==> config.mk <==
export PLATFORM = sky130hd
export DESIGN_NAME = texture_unit_lru_binder_unit
export DESIGN_NICKNAME = d
export VERILOG_FILES = /design/src/design/tulru_pkg.sv /design/src/design/tulru_ram.sv /design/src/design/texture_unit_lru_binder_unit.sv
export VERILOG_INCLUDE_DIRS = /design/src /design/src/design
export SDC_FILE = /design/constraint.sdc
export NUM_CORES = 2
export LEC_CHECK = 0
export ABC_AREA = 1
export BUFFER_PORTS_ARGS = -buffer_cell sky130_fd_sc_hd__buf_2
export CAP_MARGIN = 20
export CORE_MARGIN = 3
export CORE_UTILIZATION = 60
export CTS_BUF_LIST = sky130_fd_sc_hd__clkbuf_2 sky130_fd_sc_hd__clkbuf_4 sky130_fd_sc_hd__clkbuf_8
export CTS_CLUSTER_SIZE = 30
export DETAILED_ROUTE_END_ITERATION = 10
export PLACE_DENSITY = 0.73
export SYNTH_ARGS = -nofsm -noshare
export SYNTH_HDL_FRONTEND = slang
export SYNTH_SLANG_ARGS = --single-unit
==> constraint.sdc <==
create_clock -name clk_i -period 8.8 [get_ports clk_i]
set_input_delay 2.2 -clock clk_i [delete_from_list [all_inputs] [get_ports clk_i]]
set_output_delay 2.2 -clock clk_i [all_outputs]
set_load 0.01 [all_outputs]
==> src/design/texture_unit_lru_binder_unit_macros.svh <==
// Assertion macros shared by the texture unit binder RTL.
`ifndef TEXTURE_UNIT_LRU_BINDER_UNIT_MACROS_SVH
`define TEXTURE_UNIT_LRU_BINDER_UNIT_MACROS_SVH

// Checks a property on every rising clock edge outside reset.
`define TULRU_ASSERT(label, prop, msg) \
  label: assert property (@(posedge clk_i) disable iff (!rst_ni) (prop)) else $error(msg);

// Checks that a condition implies a consequence in the next cycle.
`define TULRU_ASSERT_NEXT(label, cond, cons, msg) \
  label: assert property (@(posedge clk_i) disable iff (!rst_ni) (cond) |=> (cons)) \
    else $error(msg);

`endif

==> src/design/tulru_pkg.sv <==
// Package with types, widths and codes of the texture unit binder.
`default_nettype none
package tulru_pkg;

  localparam int SLOT_COUNT_DEF = 16;
  localparam int ID_W           = 32;
  localparam int STAMP_W        = 32;
  localparam int SLOT_W         = 4;
  localparam int STATUS_W       = 2;
  localparam int OP_W           = 2;
  localparam int OUT_TDATA_W    = 8;
  localparam int ENTRY_W        = ID_W + STAMP_W;

  typedef enum logic [OP_W-1:0] {
    OP_BIND       = 2'd0,
    OP_ADVANCE    = 2'd1,
    OP_INVALIDATE = 2'd2
  } op_e;

  typedef enum logic [STATUS_W-1:0] {
    ST_HIT  = 2'd0,
    ST_LOAD = 2'd1,
    ST_FULL = 2'd2,
    ST_DONE = 2'd3
  } status_e;

  typedef enum logic [1:0] {
    S_IDLE = 2'd0,
    S_SCAN = 2'd1,
    S_RESP = 2'd2
  } state_e;

endpackage
`default_nettype wire

==> src/design/tulru_ram.sv <==
// Generic single-write, single-read RAM with a registered read port.
`default_nettype none
module tulru_ram #(
  parameter int WIDTH = 64,
  parameter int DEPTH = 16
) (
  input  wire logic                     clk_i,
  input  wire logic                     wr_en_i,
  input  wire logic [$clog2(DEPTH)-1:0] wr_addr_i,
  input  wire logic [WIDTH-1:0]         wr_data_i,
  input  wire logic                     rd_en_i,
  input  wire logic [$clog2(DEPTH)-1:0] rd_addr_i,
  output logic      [WIDTH-1:0]         rd_data_o
);

  logic [WIDTH-1:0] mem_q [DEPTH];

  // Write port.
  always_ff @(posedge clk_i) begin
    if (wr_en_i) begin
      mem_q[wr_addr_i] <= wr_data_i;
    end
  end

  // Read port, registered: data appears in the cycle after the read is enabled.
  always_ff @(posedge clk_i) begin
    if (rd_en_i) begin
      rd_data_o <= mem_q[rd_addr_i];
    end
  end

endmodule
`default_nettype wire

==> src/design/texture_unit_lru_binder_unit.sv <==
// Texture slot binder with least-recently-used replacement by frame stamp.
//
// Input channel (s_axis): tuser carries the opcode (bind, advance frame,
// invalidate), tdata the texture id. Output channel (m_axis): tdata carries
// the slot number in its low four bits, tuser the status code.
// Every input item gives exactly one result item.
// Slot ids and stamps sit in one RAM of SLOT_COUNT entries. A bind reads
// slots 1 to SLOT_COUNT-1 one per cycle through the single read port,
// stopping early on an id match, and then registers its result; advance
// frame and invalidate register their result on acceptance. The block is
// ready again once the registered result has moved into the output
// register. One item is worked on at a time; the next item is taken once
// the block is back in idle, which needs no space on the output side: a
// finished result waits in the output register while the next item is
// accepted, and the block holds its next result until the receiver takes
// the previous one.
// Reset clears the per-slot valid bits (an invalid slot reads as id zero,
// stamp zero), sets the frame counter to one and empties the output.
`default_nettype none
module texture_unit_lru_binder_unit
  import tulru_pkg::*;
#(
  parameter int SLOT_COUNT = SLOT_COUNT_DEF
) (
  input  wire logic                   clk_i,
  input  wire logic                   rst_ni,
  input  wire logic                   s_axis_tvalid,
  output logic                        s_axis_tready,
  input  wire logic [ID_W-1:0]        s_axis_tdata,   // [31:0] texture_id
  input  wire logic [OP_W-1:0]        s_axis_tuser,   // [1:0] opcode
  output logic                        m_axis_tvalid,
  input  wire logic                   m_axis_tready,
  output logic      [OUT_TDATA_W-1:0] m_axis_tdata,   // [3:0] slot, [7:4] zero
  output logic      [STATUS_W-1:0]    m_axis_tuser    // [1:0] status
);

  localparam int IDX_W = $clog2(SLOT_COUNT);
  localparam logic [IDX_W-1:0] LAST_IDX  = IDX_W'(SLOT_COUNT - 1);
  localparam logic [IDX_W-1:0] FIRST_IDX = IDX_W'(1);
  localparam logic [STAMP_W-1:0] FRAME_MAX = '1;

  state_e                state_q, state_d;
  logic [IDX_W-1:0]      cmp_idx_q, cmp_idx_d;
  logic [ID_W-1:0]       id_q, id_d;
  logic [STAMP_W-1:0]    oldest_q, oldest_d;
  logic [IDX_W-1:0]      victim_q, victim_d;
  logic [STAMP_W-1:0]    frame_q, frame_d;
  logic [SLOT_COUNT-1:0] valid_q, valid_d;
  logic                  rd_valid_q;
  logic [IDX_W-1:0]      res_idx_q, res_idx_d;
  status_e               res_status_q, res_status_d;
  logic                  out_valid_q, out_valid_d;
  logic [IDX_W-1:0]      out_idx_q, out_idx_d;
  status_e               out_status_q, out_status_d;

  logic                  wr_en;
  logic [IDX_W-1:0]      wr_addr;
  logic [ENTRY_W-1:0]    wr_data;
  logic                  rd_en;
  logic [IDX_W-1:0]      rd_addr;
  logic [ENTRY_W-1:0]    rd_data;

  logic [ID_W-1:0]       slot_id;
  logic [STAMP_W-1:0]    slot_stamp;
  logic [STAMP_W-1:0]    oldest_n;
  logic [IDX_W-1:0]      victim_n;
  logic                  in_fire;
  op_e                   in_op;
  logic [SLOT_W+IDX_W-1:0] slot_ext;

  // Slot table: texture id in the low half, frame stamp in the high half.
  tulru_ram #(
    .WIDTH(ENTRY_W),
    .DEPTH(SLOT_COUNT)
  ) u_slot_ram (
    .clk_i    (clk_i),
    .wr_en_i  (wr_en),
    .wr_addr_i(wr_addr),
    .wr_data_i(wr_data),
    .rd_en_i  (rd_en),
    .rd_addr_i(rd_addr),
    .rd_data_o(rd_data)
  );

  assign in_fire = s_axis_tvalid && s_axis_tready;
  assign in_op   = op_e'(s_axis_tuser);

  // A slot never written since reset or invalidate reads as all zero.
  assign slot_id    = rd_valid_q ? rd_data[ID_W-1:0] : '0;
  assign slot_stamp = rd_valid_q ? rd_data[ENTRY_W-1:ID_W] : '0;

  // Running oldest stamp including the slot now being compared.
  always_comb begin
    if (slot_stamp < oldest_q) begin
      oldest_n = slot_stamp;
      victim_n = cmp_idx_q;
    end else begin
      oldest_n = oldest_q;
      victim_n = victim_q;
    end
  end

  // Next state, RAM access and result capture.
  always_comb begin
    state_d      = state_q;
    cmp_idx_d    = cmp_idx_q;
    id_d         = id_q;
    oldest_d     = oldest_q;
    victim_d     = victim_q;
    frame_d      = frame_q;
    valid_d      = valid_q;
    res_idx_d    = res_idx_q;
    res_status_d = res_status_q;
    out_valid_d  = out_valid_q && !m_axis_tready;
    out_idx_d    = out_idx_q;
    out_status_d = out_status_q;
    wr_en        = 1'b0;
    wr_addr      = cmp_idx_q;
    wr_data      = {frame_q, id_q};
    rd_en        = 1'b0;
    rd_addr      = FIRST_IDX;
    s_axis_tready = (state_q == S_IDLE);

    unique case (state_q)
      S_IDLE: begin
        if (in_fire) begin
          res_idx_d    = '0;
          res_status_d = ST_DONE;
          state_d      = S_RESP;
          unique case (in_op)
            OP_BIND: begin
              id_d      = s_axis_tdata;
              oldest_d  = frame_q;
              victim_d  = '0;
              cmp_idx_d = FIRST_IDX;
              rd_en     = 1'b1;
              rd_addr   = FIRST_IDX;
              state_d   = S_SCAN;
            end
            OP_ADVANCE: begin
              if (frame_q != FRAME_MAX) begin
                frame_d = frame_q + STAMP_W'(1);
              end
            end
            OP_INVALIDATE: begin
              valid_d = '0;
            end
            default: begin
            end
          endcase
        end
      end

      S_SCAN: begin
        if (slot_id == id_q) begin
          // Hit: restamp the matching slot.
          wr_en        = 1'b1;
          wr_addr      = cmp_idx_q;
          valid_d[cmp_idx_q] = 1'b1;
          res_idx_d    = cmp_idx_q;
          res_status_d = ST_HIT;
          state_d      = S_RESP;
        end else if (cmp_idx_q == LAST_IDX) begin
          if (oldest_n == frame_q) begin
            res_idx_d    = '0;
            res_status_d = ST_FULL;
          end else begin
            // Load the id into the oldest slot.
            wr_en        = 1'b1;
            wr_addr      = victim_n;
            valid_d[victim_n] = 1'b1;
            res_idx_d    = victim_n;
            res_status_d = ST_LOAD;
          end
          state_d = S_RESP;
        end else begin
          oldest_d  = oldest_n;
          victim_d  = victim_n;
          cmp_idx_d = cmp_idx_q + IDX_W'(1);
          rd_en     = 1'b1;
          rd_addr   = cmp_idx_q + IDX_W'(1);
        end
      end

      S_RESP: begin
        if (!out_valid_q || m_axis_tready) begin
          out_valid_d  = 1'b1;
          out_idx_d    = res_idx_q;
          out_status_d = res_status_q;
          state_d      = S_IDLE;
        end
      end

      default: begin
        state_d = S_IDLE;
      end
    endcase
  end

  // Control registers.
  always_ff @(posedge clk_i or negedge rst_ni) begin
    if (!rst_ni) begin
      state_q     <= S_IDLE;
      frame_q     <= STAMP_W'(1);
      valid_q     <= '0;
      out_valid_q <= 1'b0;
      rd_valid_q  <= 1'b0;
    end else begin
      state_q     <= state_d;
      frame_q     <= frame_d;
      valid_q     <= valid_d;
      out_valid_q <= out_valid_d;
      if (rd_en) begin
        rd_valid_q <= valid_q[rd_addr];
      end
    end
  end

  // Payload registers.
  always_ff @(posedge clk_i) begin
    cmp_idx_q    <= cmp_idx_d;
    id_q         <= id_d;
    oldest_q     <= oldest_d;
    victim_q     <= victim_d;
    res_idx_q    <= res_idx_d;
    res_status_q <= res_status_d;
    out_idx_q    <= out_idx_d;
    out_status_q <= out_status_d;
  end

  // Output channel; slot numbers are cut to the four-bit field.
  assign slot_ext      = {{SLOT_W{1'b0}}, out_idx_q};
  assign m_axis_tvalid = out_valid_q;
  assign m_axis_tdata  = {{(OUT_TDATA_W - SLOT_W){1'b0}}, slot_ext[SLOT_W-1:0]};
  assign m_axis_tuser  = out_status_q;

  `include "texture_unit_lru_binder_unit_macros.svh"

  `TULRU_ASSERT(a_wr_in_scan, !wr_en || (state_q == S_SCAN), "RAM write outside scan")
  `TULRU_ASSERT(a_hit_load_slot,
    !(out_valid_q && (out_status_q == ST_HIT || out_status_q == ST_LOAD)) || (out_idx_q != '0),
    "slot zero handed out")
  `TULRU_ASSERT_NEXT(a_frame_adv,
    in_fire && in_op == OP_ADVANCE && frame_q != FRAME_MAX,
    frame_q == $past(frame_q) + STAMP_W'(1), "frame counter did not advance")
  `TULRU_ASSERT(a_frame_nonzero, frame_q != '0, "frame counter wrapped to zero")

endmodule
`default_nettype wire
Word level (Yosys, flattened, before mapping)
Memories as Yosys holds them, arrays and structs flattened. A register that Yosys moved wholly into a read port is not among the register bits.
Index checks and enable logic that the tools add are counted.
- add/subtract/negate cells: 2
- $mul: 0
- divide/modulo/power cells: 0
- magnitude comparators: 6
- eq/ne operators: 16
- shift-type cells: 0
- multiplexer cells: 67
- bitwise logic cells: 2
- reductions and logical operators: 17
- operators by type and width (kind ; count):
    $mux 32 ; 7
    $mux 16 ; 5
    $mux 4 ; 20
    $eq 32x32->1 ; 2
    $pmux 32 s2 ; 1
    $add 32x1->32 const B ; 1
    $lt 32x32->1 ; 1
    $ne 32x32->1 const B ; 1
    $or 16x16->16 ; 2
    $pmux 16 s2 ; 1
    $pmux 4 s2 ; 3
    $mux 2 ; 9
    $lt 4x5->1 const B ; 3
    $mux 1 ; 15
    $reduce_and 5->1 ; 2
    $reduce_and 3->1 ; 3
    $demux 1 s4 ; 2
    $ge 4x1->1 const B ; 2
    $ne 2x1->1 const B ; 3
    $ne 2x2->1 const B ; 3
    $ne 3x3->1 const B ; 2
    $pmux 2 s3 ; 1
    $add 4x1->4 const B ; 1
    $bmux 1 s4 ; 1
    12 further kinds ; 19
- flip-flop bits (word level): 136
- bits in latches: 0
- bits in writable memories: 1024
- ROM bits: 0
- bits of input ports: 38
- output and inout port bits: 12
- word-level logic and storage cells: 124
- memories: 1
- memories (name ; words ; width ; rd ports ; clocked after memory_dff ; wr ports ; line ; RTL):
    u_slot_ram.mem_q ; 16 ; 64 ; 1 ; 1 ; 1 ; tulru_ram.sv:16 ; logic [WIDTH-1:0] mem_q [DEPTH];

Depth between registers and ports, before layout
- word-level depth: 12
- mapped depth: 32
- gate-level depth less buffers: 28

By module
A second synthesis with hierarchy kept.
- cell total of the unflattened synthesis: 5423
- area, all modules: 55026.5 um2
- modules (own cells, without submodules) (module ; times used ; cells each ; area each (um2) ; sequential area each (um2)):
    tulru_ram ; 1 ; 4210 ; 45926.5 ; 32671.3
    texture_unit_lru_binder_unit ; 1 ; 1213 ; 9100.0 ; 3824.9

Least setup slack after synthesis
OpenSTA, ideal clock, no wires.
- kind: reg2reg
- start: register rd_valid_q
- end: memory u_slot_ram.mem_q[1][0] (enable)
- setup time: 0.486 ns
- arrival: 5.937 ns
- required time: 8.314 ns
- slack: 2.377 ns
- stages on the path, launching flop included: 26
- buffers on the path: 4
- period minus slack after synthesis: 6.423 ns
- cell sequence: dfrtp_1 > buf_4 > buf_2 > buf_1 > nand2_1 > inv_1 > ha_1 > a21oi_1 > o21ai_0 > a21o_1 > a21oi_2 > buf_2 > nand3_1 > nand2_1 > nand2_1 > nand2_1 > nand2_1 > nor2_1 > nand2_1 > nor2_2 > nand2_2 > nand2_1 > nand2_1 > nand2_1 > nand3_1 > nor2_1
- cells in the longest elaborated chain, start to end: 10
- elaborated cells on any way between the ends: 17
- those cells by class: order compare: 1; eq/ne: 2; mux: 14
- ends and longest elaborated chain (what ; line ; RTL):
    from (decl) ; texture_unit_lru_binder_unit.sv:49 ; logic rd_valid_q;
    from (signal assigned) ; texture_unit_lru_binder_unit.sv:214 ; rd_valid_q <= valid_q[rd_addr];
    $mux 32 ; texture_unit_lru_binder_unit.sv:90 ; assign slot_stamp = rd_valid_q ? rd_data[ENTRY_W-1:ID_W] : '0;
    $lt 32x32->1 ; texture_unit_lru_binder_unit.sv:94 ; if (slot_stamp < oldest_q) begin
    $mux 32 ; texture_unit_lru_binder_unit.sv:94 ;
    $eq 32x32->1 ; texture_unit_lru_binder_unit.sv:164 ; if (oldest_n == frame_q) begin
    $mux 1 ; texture_unit_lru_binder_unit.sv:164 ;
    $mux 1 ; texture_unit_lru_binder_unit.sv:163 ; end else if (cmp_idx_q == LAST_IDX) begin
    $mux 1 ; texture_unit_lru_binder_unit.sv:155 ; if (slot_id == id_q) begin
    $mux 1 ; texture_unit_lru_binder_unit.sv:124 ; unique case (state_q)
    $mux 1 ; tulru_ram.sv:20 ; if (wr_en_i) begin
    $mux 1 (not written as such) ; tulru_ram.sv:21 ; mem_q[wr_addr_i] <= wr_data_i;
    to (decl) ; tulru_ram.sv:16 ;
Several ways; a longest one is shown, not always the timed one.

Worst setup path in the final report
- start: register rd_valid_q
- end: memory u_slot_ram.mem_q[3][29] (enable)
The elaborated chain is that of the path after synthesis.

==> metrics.md <==
| Metric | Value |
|---|---|
| Hold path depth | `0` |
| Vias/cell | `around 6` |
| Leak Pwr | `between 20 and 25 nW` |
| Post-CTS resize count | `0` |
| Top FF cell, synth | `edfxtp_1` |
| Initial Util | `0.609` |
| Final hold violations | `0` |
| Status | `completed` |
| RSZ-0062 raised after global routing | `no` |
| Syn avg cell area | `~13 µm²` |
| Yosys top cell area share | `0.688` |
| Sequential share of the synthesized area | `0.713` |
| Mapped cell area | `between 0.05 and 0.06 mm²` |
| DR WL/cell | `about 23 µm` |
| CP max stage cell | `nand2_2` |
| H-tree levels | `4` |
| Row count | `about 110` |
| Chip height | `298 µm` |
| Synth cell count leaders | `edfxtp_1, nand3_1, nand2_1` |
| Worst hold path startpoint | `res_status_q[0]$_SDFFCE_PN1P_` |
| Number of fillers in the final layout | `between 5000 and 6000` |
| Via count | `between 30000 and 40000` |
| Ys Warns | `0` |
| CP peak stage delay | `roughly 0.98 ns` |
| Most frequent cell after synthesis | `edfxtp_1` |
| Total Neg Setup Slack | `0 ns` |
| I/O Buffers | `45` |
| Non-Filler Instances | `about 5200` |
| Hold Crit Endpoint | `m_axis_tuser[0]$_DFFE_PP_` |
| Die Wd | `between 200 and 300 µm` |
| First-pass GRT wire length | `between 150000 and 200000 µm` |
| Post-placement cell count | `4867` |
| Clock sinks | `1224` |
| Antenna violations before repair | `1` |
| Maximum capacitance violations | `0` |
| FF-to-FF Start | `rd_valid_q$_DFFE_PN0P_` |
| WL final | `between 100000 and 150000 µm` |
| R2R cell count | `25` |
| Synth Area in Simple Gates | `0.109` |
| Hold Path Class | `reg -> reg` |
| Num CTS Buffers | `190` |
| Synth Instances | `slightly below 4000` |
| Drt initial violations | `roughly 3800` |
| Largest delay share family, worst path | `simple AND/OR/NAND/NOR gates` |
| Largest family of logic cells by synthesized area | `compound AO/OA/AOI/OAI gates` |
| Postcts setup bufs | `0` |
| CP Data Required Time | `9.27 ns` |
| Core Box Area | `~0.084 mm²` |
| Yosys reg bits | `approximately 1200` |
| Vias in the first global route | `between 30000 and 40000` |
| Clock buffer depth | `3` |
| Final Max Tran Viols | `0` |
| Cell Pwr Density | `around 250 mW/mm²` |
| Peak supply drop | `about 0.18 mV` |
| Ports | `50` |
| Clk_skew | `0.0404 ns` |
| R2r setup slk | `between 1.5 and 2 ns` |
| Detailed-placement wirelength estimate | `between 60000 and 70000 µm` |
| Number of synthesized flops with an enable pin | `approximately 1200` |
| Syn-to-layout area delta | `10.1%` |
| Worst-path clk slew | `roughly 0.060 ns` |
| Drt drc | `0` |
| Worst flop-to-flop path endpoint | `u_slot_ram.mem_q[3][29]$_DFFE_PP_` |
| Post-synthesis xor/xnor area fraction | `0.00958` |
| Worst Setup Start Kind | `flip-flop` |
| Crit-path max FO | `50` |
| Die ar. | `between 0.08 and 0.09 mm²` |
| Grt ovf | `0` |
| Routed Antenna Nets | `0` |
| Number of library cell types mapped by synthesis | `45` |
| GR Util All Layers | `0.277` |
| Period utilisation layout | `0.821` |
| Min cycle time layout | `roughly 7.2 ns` |
| Final setup viols | `0` |
| Max-Slew Margin vs Limit | `0.232` |
| Leading area contributor after synthesis | `edfxtp_1` |
| CP arrival | `7.70 ns` |
| CTS tree | `done` |
| Adder-Cell Fraction of Synth Area | `0.00880` |
| Buf/Inv on CP | `3` |
| Clk_lat worst skew | `0.86 ns` |
| Post-cts hold buffer count | `0` |
| Drt first pass iters | `5` |
| Fmax | `between 0.1 and 0.15 GHz` |
| Gpl congestion | `~0.86` |
| Actual slew at the worst max-slew pin | `about 1.2 ns` |
| Fraction of layout instances using a drive strength above 1 | `0.167` |
| Compound-cell area share of the yosys netlist | `0.118` |
| Final nets | `about 4000` |
| Mux cell area share after synthesis | `0.00861` |
| Worst Setup End Kind | `flip-flop` |
| Final cell utilization of the core | `0.670` |
| Root Driver | `clkbuf_8` |
| Ranking of synthesized cells by area | `edfxtp_1, nand3_1, o211ai_1` |
| CP most frequent cell | `nand2_1` |
| FFs w/ async S/R, synth | `0.0425` |
| Crit Path Class | `reg -> reg` |
| Largest net degree at the start of global routing | `between 150 and 200` |
per-layer routing:
metal	track usage	routed length, µm
met4	0.0995	3440
met1	0.397	51300
met3	0.0417	9400
met5	0	0
met2	0.439	58200
layout by cell type, fill, tap and decap left out, types with 50 or more instances in the layout:
master    instances
o21bai_1        257
clkbuf_8        198
nand2_1         382
or2_2           215
o21ai_0         288
edfxtp_1       1172
o21ai_1          84
buf_4            60
nor2_1           57
o211ai_1        264
clkbuf_4         73
inv_1           153
nand3_1         432
dfrtp_1          50
kinds of logic (layout without fill, tap and decap cells):
kind of cell	count (synthesis)	after routing
xor gates and xnor gates	56	56
and+or+nand+nor	1156	1156
adders and majority gates	36	36
DFF	1224	1224
muxes	44	44
other	1	5
buffers and inverters	408	620
AOI/OAI and AO/OA	939	939
worst max path at each step:
stage,startpoint,endpoint,slack [ns],cells past startpoint
2_1_floorplan,rd_valid_q$_DFFE_PN0P_,u_slot_ram.mem_q[1][0]$_DFFE_PP_,2.38,25
3_3_place_gp,rd_valid_q$_DFFE_PN0P_,u_slot_ram.mem_q[3][29]$_DFFE_PP_,1.92,25
3_5_place_dp,rd_valid_q$_DFFE_PN0P_,u_slot_ram.mem_q[3][29]$_DFFE_PP_,1.65,25
4_1_cts,rd_valid_q$_DFFE_PN0P_,u_slot_ram.mem_q[3][29]$_DFFE_PP_,1.60,25
5_1_grt,rd_valid_q$_DFFE_PN0P_,u_slot_ram.mem_q[3][40]$_DFFE_PP_,1.02,25
6_report,rd_valid_q$_DFFE_PN0P_,u_slot_ram.mem_q[3][29]$_DFFE_PP_,1.57,25
worst reg2reg max path: cells and delay by family, from the launching register on:
| kind | cells | cell delay, ns |
|---|---|---|
| fa+ha+maj | 1 | 0.12 |
| buf+inv | 3 | 1.16 |
| flops | 1 | 0.73 |
| simple gates | 21 | 4.77 |
final cells by class:
type / instances / area [µm²] / area share
antenna: 1 / 2.50 / 0.0000444
multi-input combinational: 2235 / 13200 / 0.234
tap: 1134 / 1420 / 0.0252
clock inverter: 73 / 458 / 0.00813
timing repair buffer: 114 / 871 / 0.0155
inverter: 162 / 629 / 0.0112
sequential: 1224 / 36500 / 0.648
clock buffer: 271 / 3270 / 0.0581
sequential cells by signal, indices dropped and copies added, names as in the netlist:
register / flops
cmp_idx_q: 4
frame_q: 32
id_q: 32
m_axis_tuser: 2
m_axis_tvalid: 1
oldest_q: 32
out_idx_q: 4
rd_valid_q: 1
res_idx_q: 4
res_status_q: 2
state_q: 2
u_slot_ram.mem_q: 1024
u_slot_ram.rd_data_o: 64
valid_q: 16
victim_q: 4
power breakdown:
group          switching [mW]  internal, mW  total (mW)
sequential              0.198          6.67        6.87
clock                    2.15          2.51        4.66
combinational            1.69         0.803        2.49
through the flow:
step / total power [mW] / setup WS [ns] / hold WS, ns / cell area, µm²
CTS: 14.1 / 1.60 / 0.429 / 56300
global route: 14.7 / 1.02 / 0.429 / 56400
global placement: 9.42 / 1.92 / 0.403 / 52600
finish: 14.0 / 1.57 / 0.425 / 56400
floorplan: 8.70 / 2.38 / 0.400 / 51200
detailed placement: 9.47 / 1.65 / 0.417 / 52600
No activity file was read; power rests on OpenSTA's default activity.
